[src/design/bfq_pkg.sv]
`timescale 1ns / 1ps
// package: types, codes and constants for the bounded frame queue
package bfq_pkg;

  localparam int DEPTH_DEF = 16;

  localparam int CAP_W = 5;
  localparam int CFG_W = 5;
  localparam int CFG_IDX_W = 1;

  localparam logic [CAP_W-1:0] CAPACITY_RESET = 5'd16;
  localparam logic [8:0] AUDIO_FRAME_MS = 9'd20;

  typedef logic [CFG_IDX_W-1:0] cfg_idx_t;
  localparam cfg_idx_t CFG_CAPACITY = 1'd0;
  localparam cfg_idx_t CFG_DROP_OLDEST = 1'd1;

  typedef logic [2:0] kind_t;
  localparam kind_t KIND_PUSH = 3'd0;
  localparam kind_t KIND_POP = 3'd1;
  localparam kind_t KIND_PEEK = 3'd2;
  localparam kind_t KIND_FLUSH = 3'd3;
  localparam kind_t KIND_CLOSE = 3'd4;

  typedef logic [1:0] status_t;
  localparam status_t STAT_DONE = 2'd0;
  localparam status_t STAT_FULL = 2'd1;
  localparam status_t STAT_CLOSED = 2'd2;
  localparam status_t STAT_EMPTY = 2'd3;

  typedef logic [1:0] media_t;
  localparam media_t MEDIA_AUDIO = 2'd0;
  localparam media_t MEDIA_VIDEO = 2'd1;

  typedef struct packed {
    kind_t       kind;
    logic [31:0] pts_ms;
    media_t      media_type;
    logic        key_frame;
    logic [31:0] payload_tag;
  } in_item_t;

  typedef struct packed {
    status_t     status;
    logic        frame_valid;
    logic [31:0] out_pts_ms;
    media_t      out_media_type;
    logic        out_key_frame;
    logic [31:0] out_payload_tag;
    logic [4:0]  queue_size;
    logic [8:0]  audio_duration_ms;
    logic [4:0]  video_frames;
    logic [4:0]  video_key_frames;
  } res_item_t;

  typedef struct packed {
    logic    capture;
    logic    exec;
    logic    write_tail;
    logic    remove_head;
    logic    emit;
    logic    flush;
    logic    close;
    status_t status;
  } dp_cmd_t;

  typedef struct packed {
    kind_t kind;
    logic  closed;
    logic  full;
    logic  empty;
    logic  drop_mode;
  } dp_flags_t;

  typedef enum logic {
    ST_IDLE,
    ST_EXEC
  } ctrl_state_t;

endpackage

[src/design/bfq_ram.sv]
`timescale 1ns / 1ps
// generic single-write, single-read ram with registered read data
module bfq_ram #(
  parameter int WIDTH = 32,
  parameter int DEPTH = 16
) (
  input  logic                                   clk,
  input  logic                                   we,
  input  logic [(DEPTH > 1 ? $clog2(DEPTH) : 1)-1:0] waddr,
  input  logic [WIDTH-1:0]                       wdata,
  input  logic [(DEPTH > 1 ? $clog2(DEPTH) : 1)-1:0] raddr,
  output logic [WIDTH-1:0]                       rdata
);

  logic [WIDTH-1:0] mem [DEPTH];

  always_ff @(posedge clk) begin
    if (we) begin
      mem[waddr] <= wdata;
    end
    rdata <= mem[raddr];
  end

endmodule

[src/design/bfq_ctrl.sv]
`timescale 1ns / 1ps
// controller: operation sequencing and decode of the queue commands
module bfq_ctrl
  import bfq_pkg::*;
(
  input  logic      clk,
  input  logic      rst,
  input  logic      start,
  output logic      busy,
  input  dp_flags_t flags,
  output dp_cmd_t   cmd
);

  ctrl_state_t state, state_next;

  always_ff @(posedge clk) begin
    if (rst) begin
      state <= ST_IDLE;
    end else begin
      state <= state_next;
    end
  end

  always_comb begin
    state_next = state;
    unique case (state)
      ST_IDLE: begin
        if (start) begin
          state_next = ST_EXEC;
        end
      end
      ST_EXEC: begin
        state_next = ST_IDLE;
      end
      default: begin
        state_next = ST_IDLE;
      end
    endcase
  end

  always_comb begin
    cmd = '0;
    cmd.status = STAT_DONE;
    busy = 1'b0;
    unique case (state)
      ST_IDLE: begin
        cmd.capture = start;
      end
      ST_EXEC: begin
        busy = 1'b1;
        cmd.exec = 1'b1;
        unique case (flags.kind)
          KIND_PUSH: begin
            if (flags.closed) begin
              cmd.status = STAT_CLOSED;
            end else if (flags.full && !flags.drop_mode) begin
              cmd.status = STAT_FULL;
            end else begin
              cmd.write_tail = 1'b1;
              // evict the head to make room
              if (flags.full && !flags.empty) begin
                cmd.emit = 1'b1;
                cmd.remove_head = 1'b1;
              end
            end
          end
          KIND_POP, KIND_PEEK: begin
            if (flags.empty) begin
              cmd.status = STAT_EMPTY;
            end else begin
              cmd.emit = 1'b1;
              cmd.remove_head = (flags.kind == KIND_POP);
            end
          end
          KIND_FLUSH: begin
            cmd.flush = 1'b1;
          end
          KIND_CLOSE: begin
            cmd.close = 1'b1;
          end
          default: begin
            cmd.status = STAT_DONE;
          end
        endcase
      end
      default: begin
        busy = 1'b0;
      end
    endcase
  end

endmodule

[src/design/bfq_dp.sv]
`timescale 1ns / 1ps
// datapath: frame stores, pointers, statistics, configuration and result register
module bfq_dp
  import bfq_pkg::*;
#(
  parameter int DEPTH = DEPTH_DEF
) (
  input  logic                 clk,
  input  logic                 rst,
  input  logic                 cfg_we,
  input  cfg_idx_t             cfg_index,
  input  logic [CFG_W-1:0]     cfg_data,
  input  in_item_t             op,
  input  dp_cmd_t              cmd,
  output dp_flags_t            flags,
  output logic                 done,
  output res_item_t            result
);

  localparam int AW = (DEPTH > 1) ? $clog2(DEPTH) : 1;
  localparam int CW = $clog2(DEPTH + 1);
  localparam int KW = (CW > CAP_W) ? CW : CAP_W;
  localparam logic [AW-1:0] LAST_SLOT = AW'(DEPTH - 1);
  localparam logic [KW-1:0] DEPTH_K = KW'(DEPTH);

  logic [CAP_W-1:0] capacity;
  logic             drop_mode;
  in_item_t         op_q;

  logic [AW-1:0] head_ptr, head_ptr_next;
  logic [AW-1:0] tail_ptr, tail_ptr_next;
  logic [CW-1:0] frame_count, frame_count_next;
  logic [8:0]    audio_ms_total, audio_ms_total_next;
  logic [4:0]    video_count, video_count_next;
  logic [4:0]    key_count, key_count_next;
  logic          closed_flag;

  logic [31:0] pts_rd;
  logic [34:0] attr_rd;
  logic [34:0] attr_wr;

  logic [KW-1:0] cap_k, cap_eff, count_k;
  logic          rem_audio, rem_video, rem_key;
  logic          add_audio, add_video, add_key;

  // configuration
  always_ff @(posedge clk) begin
    if (rst) begin
      capacity <= CAPACITY_RESET;
      drop_mode <= 1'b0;
    end else if (cfg_we) begin
      unique case (cfg_index)
        CFG_CAPACITY: capacity <= cfg_data;
        CFG_DROP_OLDEST: drop_mode <= cfg_data[0];
        default: ;
      endcase
    end
  end

  always_ff @(posedge clk) begin
    if (cmd.capture) begin
      op_q <= op;
    end
  end

  assign attr_wr = {op_q.media_type, op_q.key_frame, op_q.payload_tag};

  bfq_ram #(.WIDTH(32), .DEPTH(DEPTH)) u_pts_store (
    .clk   (clk),
    .we    (cmd.write_tail),
    .waddr (tail_ptr),
    .wdata (op_q.pts_ms),
    .raddr (head_ptr),
    .rdata (pts_rd)
  );

  bfq_ram #(.WIDTH(35), .DEPTH(DEPTH)) u_attr_store (
    .clk   (clk),
    .we    (cmd.write_tail),
    .waddr (tail_ptr),
    .wdata (attr_wr),
    .raddr (head_ptr),
    .rdata (attr_rd)
  );

  // effective capacity clamped to 1..DEPTH
  assign cap_k = KW'(capacity);
  assign count_k = KW'(frame_count);
  always_comb begin
    if (cap_k == '0) begin
      cap_eff = KW'(1);
    end else if (cap_k > DEPTH_K) begin
      cap_eff = DEPTH_K;
    end else begin
      cap_eff = cap_k;
    end
  end

  assign flags.kind = op_q.kind;
  assign flags.closed = closed_flag;
  assign flags.full = (count_k >= cap_eff);
  assign flags.empty = (frame_count == '0);
  assign flags.drop_mode = drop_mode;

  assign rem_audio = cmd.remove_head && (attr_rd[34:33] == MEDIA_AUDIO);
  assign rem_video = cmd.remove_head && (attr_rd[34:33] == MEDIA_VIDEO);
  assign rem_key = rem_video && attr_rd[32];
  assign add_audio = cmd.write_tail && (op_q.media_type == MEDIA_AUDIO);
  assign add_video = cmd.write_tail && (op_q.media_type == MEDIA_VIDEO);
  assign add_key = add_video && op_q.key_frame;

  always_comb begin
    head_ptr_next = head_ptr;
    tail_ptr_next = tail_ptr;
    frame_count_next = frame_count + CW'(cmd.write_tail) - CW'(cmd.remove_head);
    audio_ms_total_next = audio_ms_total + (add_audio ? AUDIO_FRAME_MS : 9'd0)
                          - (rem_audio ? AUDIO_FRAME_MS : 9'd0);
    video_count_next = video_count + 5'(add_video) - 5'(rem_video);
    key_count_next = key_count + 5'(add_key) - 5'(rem_key);
    if (cmd.remove_head) begin
      head_ptr_next = (head_ptr == LAST_SLOT) ? '0 : head_ptr + AW'(1);
    end
    if (cmd.write_tail) begin
      tail_ptr_next = (tail_ptr == LAST_SLOT) ? '0 : tail_ptr + AW'(1);
    end
    if (cmd.flush) begin
      head_ptr_next = '0;
      tail_ptr_next = '0;
      frame_count_next = '0;
      audio_ms_total_next = '0;
      video_count_next = '0;
      key_count_next = '0;
    end
  end

  always_ff @(posedge clk) begin
    if (rst) begin
      head_ptr <= '0;
      tail_ptr <= '0;
      frame_count <= '0;
      audio_ms_total <= '0;
      video_count <= '0;
      key_count <= '0;
      closed_flag <= 1'b0;
      done <= 1'b0;
    end else begin
      done <= cmd.exec;
      if (cmd.exec) begin
        head_ptr <= head_ptr_next;
        tail_ptr <= tail_ptr_next;
        frame_count <= frame_count_next;
        audio_ms_total <= audio_ms_total_next;
        video_count <= video_count_next;
        key_count <= key_count_next;
        if (cmd.close) begin
          closed_flag <= 1'b1;
        end
      end
    end
  end

  logic [KW-1:0] count_next_k;
  assign count_next_k = KW'(frame_count_next);

  always_ff @(posedge clk) begin
    if (cmd.exec) begin
      result.status <= cmd.status;
      result.frame_valid <= cmd.emit;
      result.out_pts_ms <= cmd.emit ? pts_rd : 32'd0;
      result.out_media_type <= cmd.emit ? attr_rd[34:33] : 2'd0;
      result.out_key_frame <= cmd.emit ? attr_rd[32] : 1'b0;
      result.out_payload_tag <= cmd.emit ? attr_rd[31:0] : 32'd0;
      result.queue_size <= count_next_k[4:0];
      result.audio_duration_ms <= audio_ms_total_next;
      result.video_frames <= video_count_next;
      result.video_key_frames <= key_count_next;
    end
  end

endmodule

[src/design/bounded_frame_queue_with_stats.sv]
`timescale 1ns / 1ps
// top level: bounded frame queue with drop-oldest option and buffered-media statistics
//
// operations enter on op (push, pop, peek, flush, close) and transfer at a
// rising edge where start is high and busy is low. busy rises for one cycle
// while the operation executes; the result transfers on result with done high
// for exactly one cycle, registered at the end of the execute cycle. a new
// operation may be started while done is showing. the execute cycle is set by
// the registered read port of the frame stores: the head entry is read at the
// accepting edge and used in the execute cycle.
// capacity and drop-oldest mode have no read-back; the user must write them through
// cfg_we / cfg_index / cfg_data only while no operation is in flight (unenforced).
// every result carries status, the returned frame (zero when frame_valid is
// low) and the frame count, audio time and video counts after the operation.
// reset empties the queue, reopens it, sets capacity to 16 and drop-oldest off;
// frame stores are not cleared and need no clearing pass.
// the receiver cannot stall: done is a strobe and must be taken when shown.
module bounded_frame_queue_with_stats
  import bfq_pkg::*;
#(
  parameter int DEPTH = DEPTH_DEF
) (
  input  logic             clk,
  input  logic             rst,
  input  logic             start,
  output logic             busy,
  input  in_item_t         op,
  output logic             done,
  output res_item_t        result,
  input  logic             cfg_we,
  input  cfg_idx_t         cfg_index,
  input  logic [CFG_W-1:0] cfg_data
);

  dp_cmd_t   cmd;
  dp_flags_t flags;

  bfq_ctrl u_ctrl (
    .clk   (clk),
    .rst   (rst),
    .start (start),
    .busy  (busy),
    .flags (flags),
    .cmd   (cmd)
  );

  bfq_dp #(.DEPTH(DEPTH)) u_dp (
    .clk       (clk),
    .rst       (rst),
    .cfg_we    (cfg_we),
    .cfg_index (cfg_index),
    .cfg_data  (cfg_data),
    .op        (op),
    .cmd       (cmd),
    .flags     (flags),
    .done      (done),
    .result    (result)
  );

  a_accept_exec: assert property (@(posedge clk) disable iff (rst)
    start && !busy |=> busy)
    else $error("accepted operation did not execute");

  a_done_after_exec: assert property (@(posedge clk) disable iff (rst)
    done |-> $past(busy))
    else $error("result strobe without an executed operation");

  a_frame_status: assert property (@(posedge clk) disable iff (rst)
    done && result.frame_valid |-> result.status == STAT_DONE)
    else $error("frame returned with a refusal status");

  a_no_busy_twice: assert property (@(posedge clk) disable iff (rst)
    busy |=> !busy)
    else $error("execute lasted more than one cycle");

endmodule
[config.mk]
export PLATFORM = sky130hd
export DESIGN_NAME = bounded_frame_queue_with_stats
export DESIGN_NICKNAME = d
export VERILOG_FILES = /design/src/design/bfq_pkg.sv /design/src/design/bfq_ram.sv /design/src/design/bfq_ctrl.sv /design/src/design/bfq_dp.sv /design/src/design/bounded_frame_queue_with_stats.sv
export SDC_FILE = /design/constraint.sdc
export NUM_CORES = 1
export LEC_CHECK = 0
export BUFFER_PORTS_ARGS = -buffer_cell sky130_fd_sc_hd__buf_2
export CAP_MARGIN = 5
export CORE_ASPECT_RATIO = 1.1
export CORE_UTILIZATION = 52
export CTS_BUF_LIST = sky130_fd_sc_hd__clkbuf_8
export CTS_CLUSTER_SIZE = 40
export DETAILED_ROUTE_END_ITERATION = 7
export GPL_TIMING_DRIVEN = 0
export MAX_ROUTING_LAYER = met4
export PLACE_DENSITY = 0.76
export RECOVER_POWER = 100
export SLEW_MARGIN = 10
export SYNTH_ARGS = -nofsm -noshare
export SYNTH_HDL_FRONTEND = slang
export SYNTH_SLANG_ARGS = --single-unit
[constraint.sdc]
create_clock -name clk -period 9.99 [get_ports clk]
set_input_delay 1.4985 -clock clk [delete_from_list [all_inputs] [get_ports clk]]
set_output_delay 1.4985 -clock clk [all_outputs]
set_load 0.01 [all_outputs]
### After elaboration in Yosys (flattened, before gate mapping)

Memory sizes are Yosys's and may differ from the RTL's. A register that Yosys moved wholly into a read port is not among the register bits.
Cells that the tools add are included.

* add/subtract/negate cells: 10
* $mul: 0
* divide/modulo/power cells: 0
* order comparisons: 2
* equal/unequal tests: 8
* shift-type cells: 0
* mux-type cells: 33
* bitwise logic cells: 2
* reduce and logical (&&, ||, !) cells: 23

Operators by type and width (number)
* 2-to-1 mux 5 bit: 7
* 2-to-1 mux 4 bit: 6
* adder 5 x 1 -> 5 bit: 3
* subtractor 5 x 1 -> 5 bit: 3
* logical NOT 5 bit: 2
* AND reduction 2 bit: 5
* adder 9 bit: 1
* 2-to-1 mux 1 bit: 9
* 2-to-1 mux 9 bit: 1
* subtractor 9 bit: 1
* adder 4 x 1 -> 4 bit, second input constant: 2
* == test 4 bit, second input constant: 2
* logical AND 1 bit: 8
* 2-to-1 mux 2 bit: 4
* 2-to-1 mux 8 bit: 1
* case mux 2 bit (2 select lines): 2
* == test 3 x 2 -> 1 bit, second input constant: 2
* 2-to-1 mux 3 bit: 2
* greater-or-equal comparator 5 bit: 1
* greater-than comparator 5 bit, second input constant: 1
* == test 2 x 1 -> 1 bit, second input constant: 2
* logical NOT 2 bit: 2
* nonzero test 2 bit: 2
* == test 3 x 1 -> 1 bit, second input constant: 1
* other kinds (6): 8

* flip-flop bits (word level): 205
* bits in latches: 0
* RAM bits: 1072
* bits in read-only memories: 0
* memories kept: 2

Memories
* u_dp.u_attr_store.mem: words 16, bits a word 35, read ports 1, clocked after memory_dff 1, write ports 1, RTL line bfq_ram.sv:15 `logic [WIDTH-1:0] mem [DEPTH];`
* u_dp.u_pts_store.mem: words 16, bits a word 32, read ports 1, clocked after memory_dff 1, write ports 1, RTL line bfq_ram.sv:15

### Logic depth before layout (Yosys ltp)

* depth after elaboration: 15
* gate-level depth with buffers: 20
* mapped depth without buffers: 19

### Hierarchy

A second synthesis with hierarchy kept.

* cell total of the unflattened synthesis: 2373
* area, all modules: 50367.1 sq um

Modules (own cells, without submodules)
* bfq_ram at u_dp.u_attr_store: instances 1, cells an instance 914, area each 22052.4 sq um, sequential area each 17516.8 sq um
* bfq_ram at u_dp.u_pts_store: instances 1, cells an instance 838, area each 19854.0 sq um, sequential area each 16015.4 sq um
* bfq_dp: instances 1, cells an instance 595, area each 8291.7 sq um, sequential area each 5725.5 sq um
* bfq_ctrl: instances 1, cells an instance 26, area each 168.9 sq um, sequential area each 20.0 sq um

### Least setup slack after synthesis

No wires, ideal clock.

* path type: flip-flop to flip-flop
* start point: reg u_ctrl.state
* end point: mem u_dp.u_attr_store.mem[3][0] (enable)
* library setup time: 575 ps
* arrival: 7892 ps
* slack: 1524 ps
* stages on the path, launching flop included: 6
* path buffers: 0
* path through: dfxtp_1 -> and2b_1 -> o211ai_1 -> a21oi_1 -> nand2_1 -> nor3_1

* cells in the longest elaborated chain, start to end: 3

Ends and longest elaborated chain
* from (decl): RTL line bfq_ctrl.sv:14 `ctrl_state_t state, state_next;`
* from (signal assigned): RTL line bfq_ctrl.sv:20 `state <= state_next;`
* 2-to-1 mux 8 bit: RTL line bfq_ctrl.sv:45 `unique case (state)`
* 2-to-1 mux 1 bit: RTL line bfq_ram.sv:18 `if (we) begin`
* 2-to-1 mux 1 bit (not written as such): RTL line bfq_ram.sv:19 `mem[waddr] <= wdata;`
* to (decl): RTL line bfq_ram.sv:15

No other way between the ends.

### Worst setup path in the final report

* start point: reg u_ctrl.state
* end point: mem u_dp.u_pts_store.mem[26][19] (netlist: u_dp.u_pts_store.mem[13][19]) (enable)

* cells in the longest elaborated chain, start to end: 3

Ends and longest elaborated chain (RTL line)
* 2-to-1 mux 8 bit: bfq_ctrl.sv:45
* 2-to-1 mux 1 bit: bfq_ram.sv:18
* 2-to-1 mux 1 bit (not written as such): bfq_ram.sv:19
* to (decl): bfq_ram.sv:15

No other way between the ends.

==> results.md <==
* Max VDD drop at 112 uV
* Synthesized area at 0.0499 mm^2
* Initial antenna violation count at 3
* Post-route cell area at 0.0567 mm^2
* Unrepaired setup endpoints after global routing: false
* FMAX at 141 MHz
* Top-count cell post-synth: edfxtp_1
* Vias per cell at 5.87
* HPWL after detailed placement at 63700 um
* Largest cells by area after synthesis: edfxtp_1, mux4_2, dfxtp_1
* First-pass GRT wire length at 160000 um
* Multi-input combinational cell area at 0.00993 mm^2
* Post-detailed-routing wire length at 108000 um
* Share of cells above drive strength 1 at 25.8%
* GPL Wtd Cong at 0.838
* Worst skew pair latency at 870 ps
* CTS tree: built
* Largest net degree at the start of global routing at 52
* Syn_area_per_cell at 23.1 um^2
* Synth unique cells at 50
* Hold-fix buffers, CTS at 0
* Synth Register Bits at 1344
* Net count, final at 2685
* Grt total ovfl at 0
* CTS max path bufs at 3
* Residual DRC at 0
* Total power at 0.0107 W
* # resized after CTS at 0
* WP data arrival at 7610 ps
* Area Growth Syn to Fin at 13.5%
* Number of global-route vias before repair at 24747
* Final Hold Vio Count at 0
* Post-synth top flop: edfxtp_1
* Post-CTS Repair Setup Buffers at 0
* Fin. max-slew vios at 507
* Starting Density at 52.7%
* Synth Net Count at 2281
* Cell Rows at 118
* Die height at 327 um
* Flip-flop and latch area at 0.0393 mm^2
* Antenna viol nets, final at 0
* Die area at 0.0972 mm^2
* Setup violators final at 0
* CTS buffer count at 196
* Area post-placement at 0.0531 mm^2
* Core area at 0.0946 mm^2
* Die X at 297 um
* Fill count at 6402
* Placed Instances at 3629
* Min-delay worst type: reg -> reg
* Slew @ Worst Pin at 2730 ps
* WP data required at 10500 ps
* Setup CP Type: reg -> reg
* Worst Path Max Fanout at 51
* Overall Global Routing Usage at 23.5%
* # clock sinks at 1344
* Cell Pwr Density at 189 mW/mm^2
* I/O Pins at 176
* Status: finished with violations
* Port buffer count at 174
* CTS clk-pin slew, worst paths at 70 ps
* Final cell count without fillers at 4001
* Most frequent cells after synthesis: edfxtp_1, mux4_2, dfxtp_1, and2_1, clkbuf_1
* Worst Skew at 51.5 ps
* Synthesized instance count at 2163
* Detailed-route via count at 23469
* Failing checks: max-capacitance violations, max-slew violations
* MaxCap Viol Count at 16
* Top cell type's share of synthesized area at 74.4%
* Sequential-to-total area share from yosys stat at 78.7%
* Ys async rst share at 0%
* Slew margin rel. at -81.7%
* Root Buffer: clkbuf_8
* Synth warnings at 0
* H-Tree Depth at 4
* Detailed Routing Iterations Pass 1 at 5
* CP startpoint kind: flop
* Final Cycle Share at 71.1%
* Iter 0 DRT Violations at 2498
* Wire per inst at 27.1 um
* Post-synth EDFFs at 1236
* Leak at 18.0 nW
* Setup crit end kind: flop
* Yosys top cell by area: edfxtp_1
* Fin crit period at 7100 ps
## cell families after synthesis
family,share of synthesized area [%]
simple gates,2.31
buf+inv,1.40
compound gates,0.792
mux,15.4
flops,78.7
fa+ha+maj,1.03
xor+xnor,0.351
## area by class of cell
cell class | count | area share, %
Antenna cell | 3 | 0.0132
Tap cell | 1260 | 2.78
Clock buffer | 216 | 5.25
Timing Repair Buffer | 206 | 2.14
Multi-Input combinational cell | 681 | 17.5
Inverter | 37 | 0.245
Buffer | 101 | 0.976
Clock inverter | 153 | 1.74
Sequential cell | 1344 | 69.3
## registers in the layout, summed over array words and instances, names as in the netlist, 9 cells and up
name                     flops
u_dp.op_q                   32
u_dp.u_pts_store.mem       512
u_dp.u_attr_store.mem      560
u_dp.u_attr_store.rdata     35
u_dp.attr_wr                35
u_dp.result                 94
u_dp.audio_ms_total          9
u_dp.u_pts_store.rdata      32
## worst paths after layout
path                          start                           end  slack [ps]  depth (start not counted)
max reg2reg            u_ctrl.state  u_dp.u_pts_store.mem[13][19]        2890                          8
min          u_dp.audio_ms_total[0]        u_dp.audio_ms_total[0]         480                          1
max                    u_ctrl.state  u_dp.u_pts_store.mem[13][19]        2890                          8
min reg2reg  u_dp.audio_ms_total[0]        u_dp.audio_ms_total[0]         480                          1
## critical path, cell delays in order (launching register included)
cell and delay [ps]:
dfxtp_1 1040, clkbuf_1 1670, buf_16 320, and2b_1 260, o211ai_1 110, a21oi_1 430, clkbuf_1 400, and3_1 2100
buf_16 300
## routing by layer
layer	routed length [um]	vias up	part of all wire, %	GRT usage [%]
li1	-	9814	-	-
met1	42800	12338	39	30.6
met2	54300	1141	50	37.6
met3	8690	176	8.0	4.45
met4	2690	0	2.5	7.81
met5	0	-	0	-
## where the power goes
group          internal (W)  switching [W]  leakage (nW)
clock               0.00229        0.00205          2.29
sequential          0.00618      0.0000710          12.1
combinational     0.0000333      0.0000649          3.62
## metrics by stage
stage               util, %  hold WS, ps  setup slack (ps)  setup TNS, ps
detailed placement     56.1          447              5060              0
CTS                    60.3          467              5030              0
floorplan                 -          421              1520              0
global route           59.9          495              2430              0
finish                 59.9          477              2890              0
global placement       55.3          446             -5900        -704110
## cells in the final DEF, fill, tap and decap left out, types with 23 or more instances in the layout
| master | netlist | final |
|---|---|---|
| and2_0 | 0 | 67 |
| nand2_1 | 34 | 34 |
| mux4_2 | 335 | 335 |
| nor2_1 | 42 | 42 |
| clkinv_1 | 0 | 33 |
| a21oi_1 | 22 | 23 |
| buf_2 | 15 | 64 |
| inv_1 | 37 | 108 |
| dfxtp_1 | 108 | 108 |
| clkbuf_1 | 55 | 198 |
| edfxtp_1 | 1236 | 1236 |
| clkinv_2 | 0 | 25 |
| ha_1 | 33 | 33 |
| clkbuf_8 | 0 | 216 |
(Power assumes the default switching activity.)
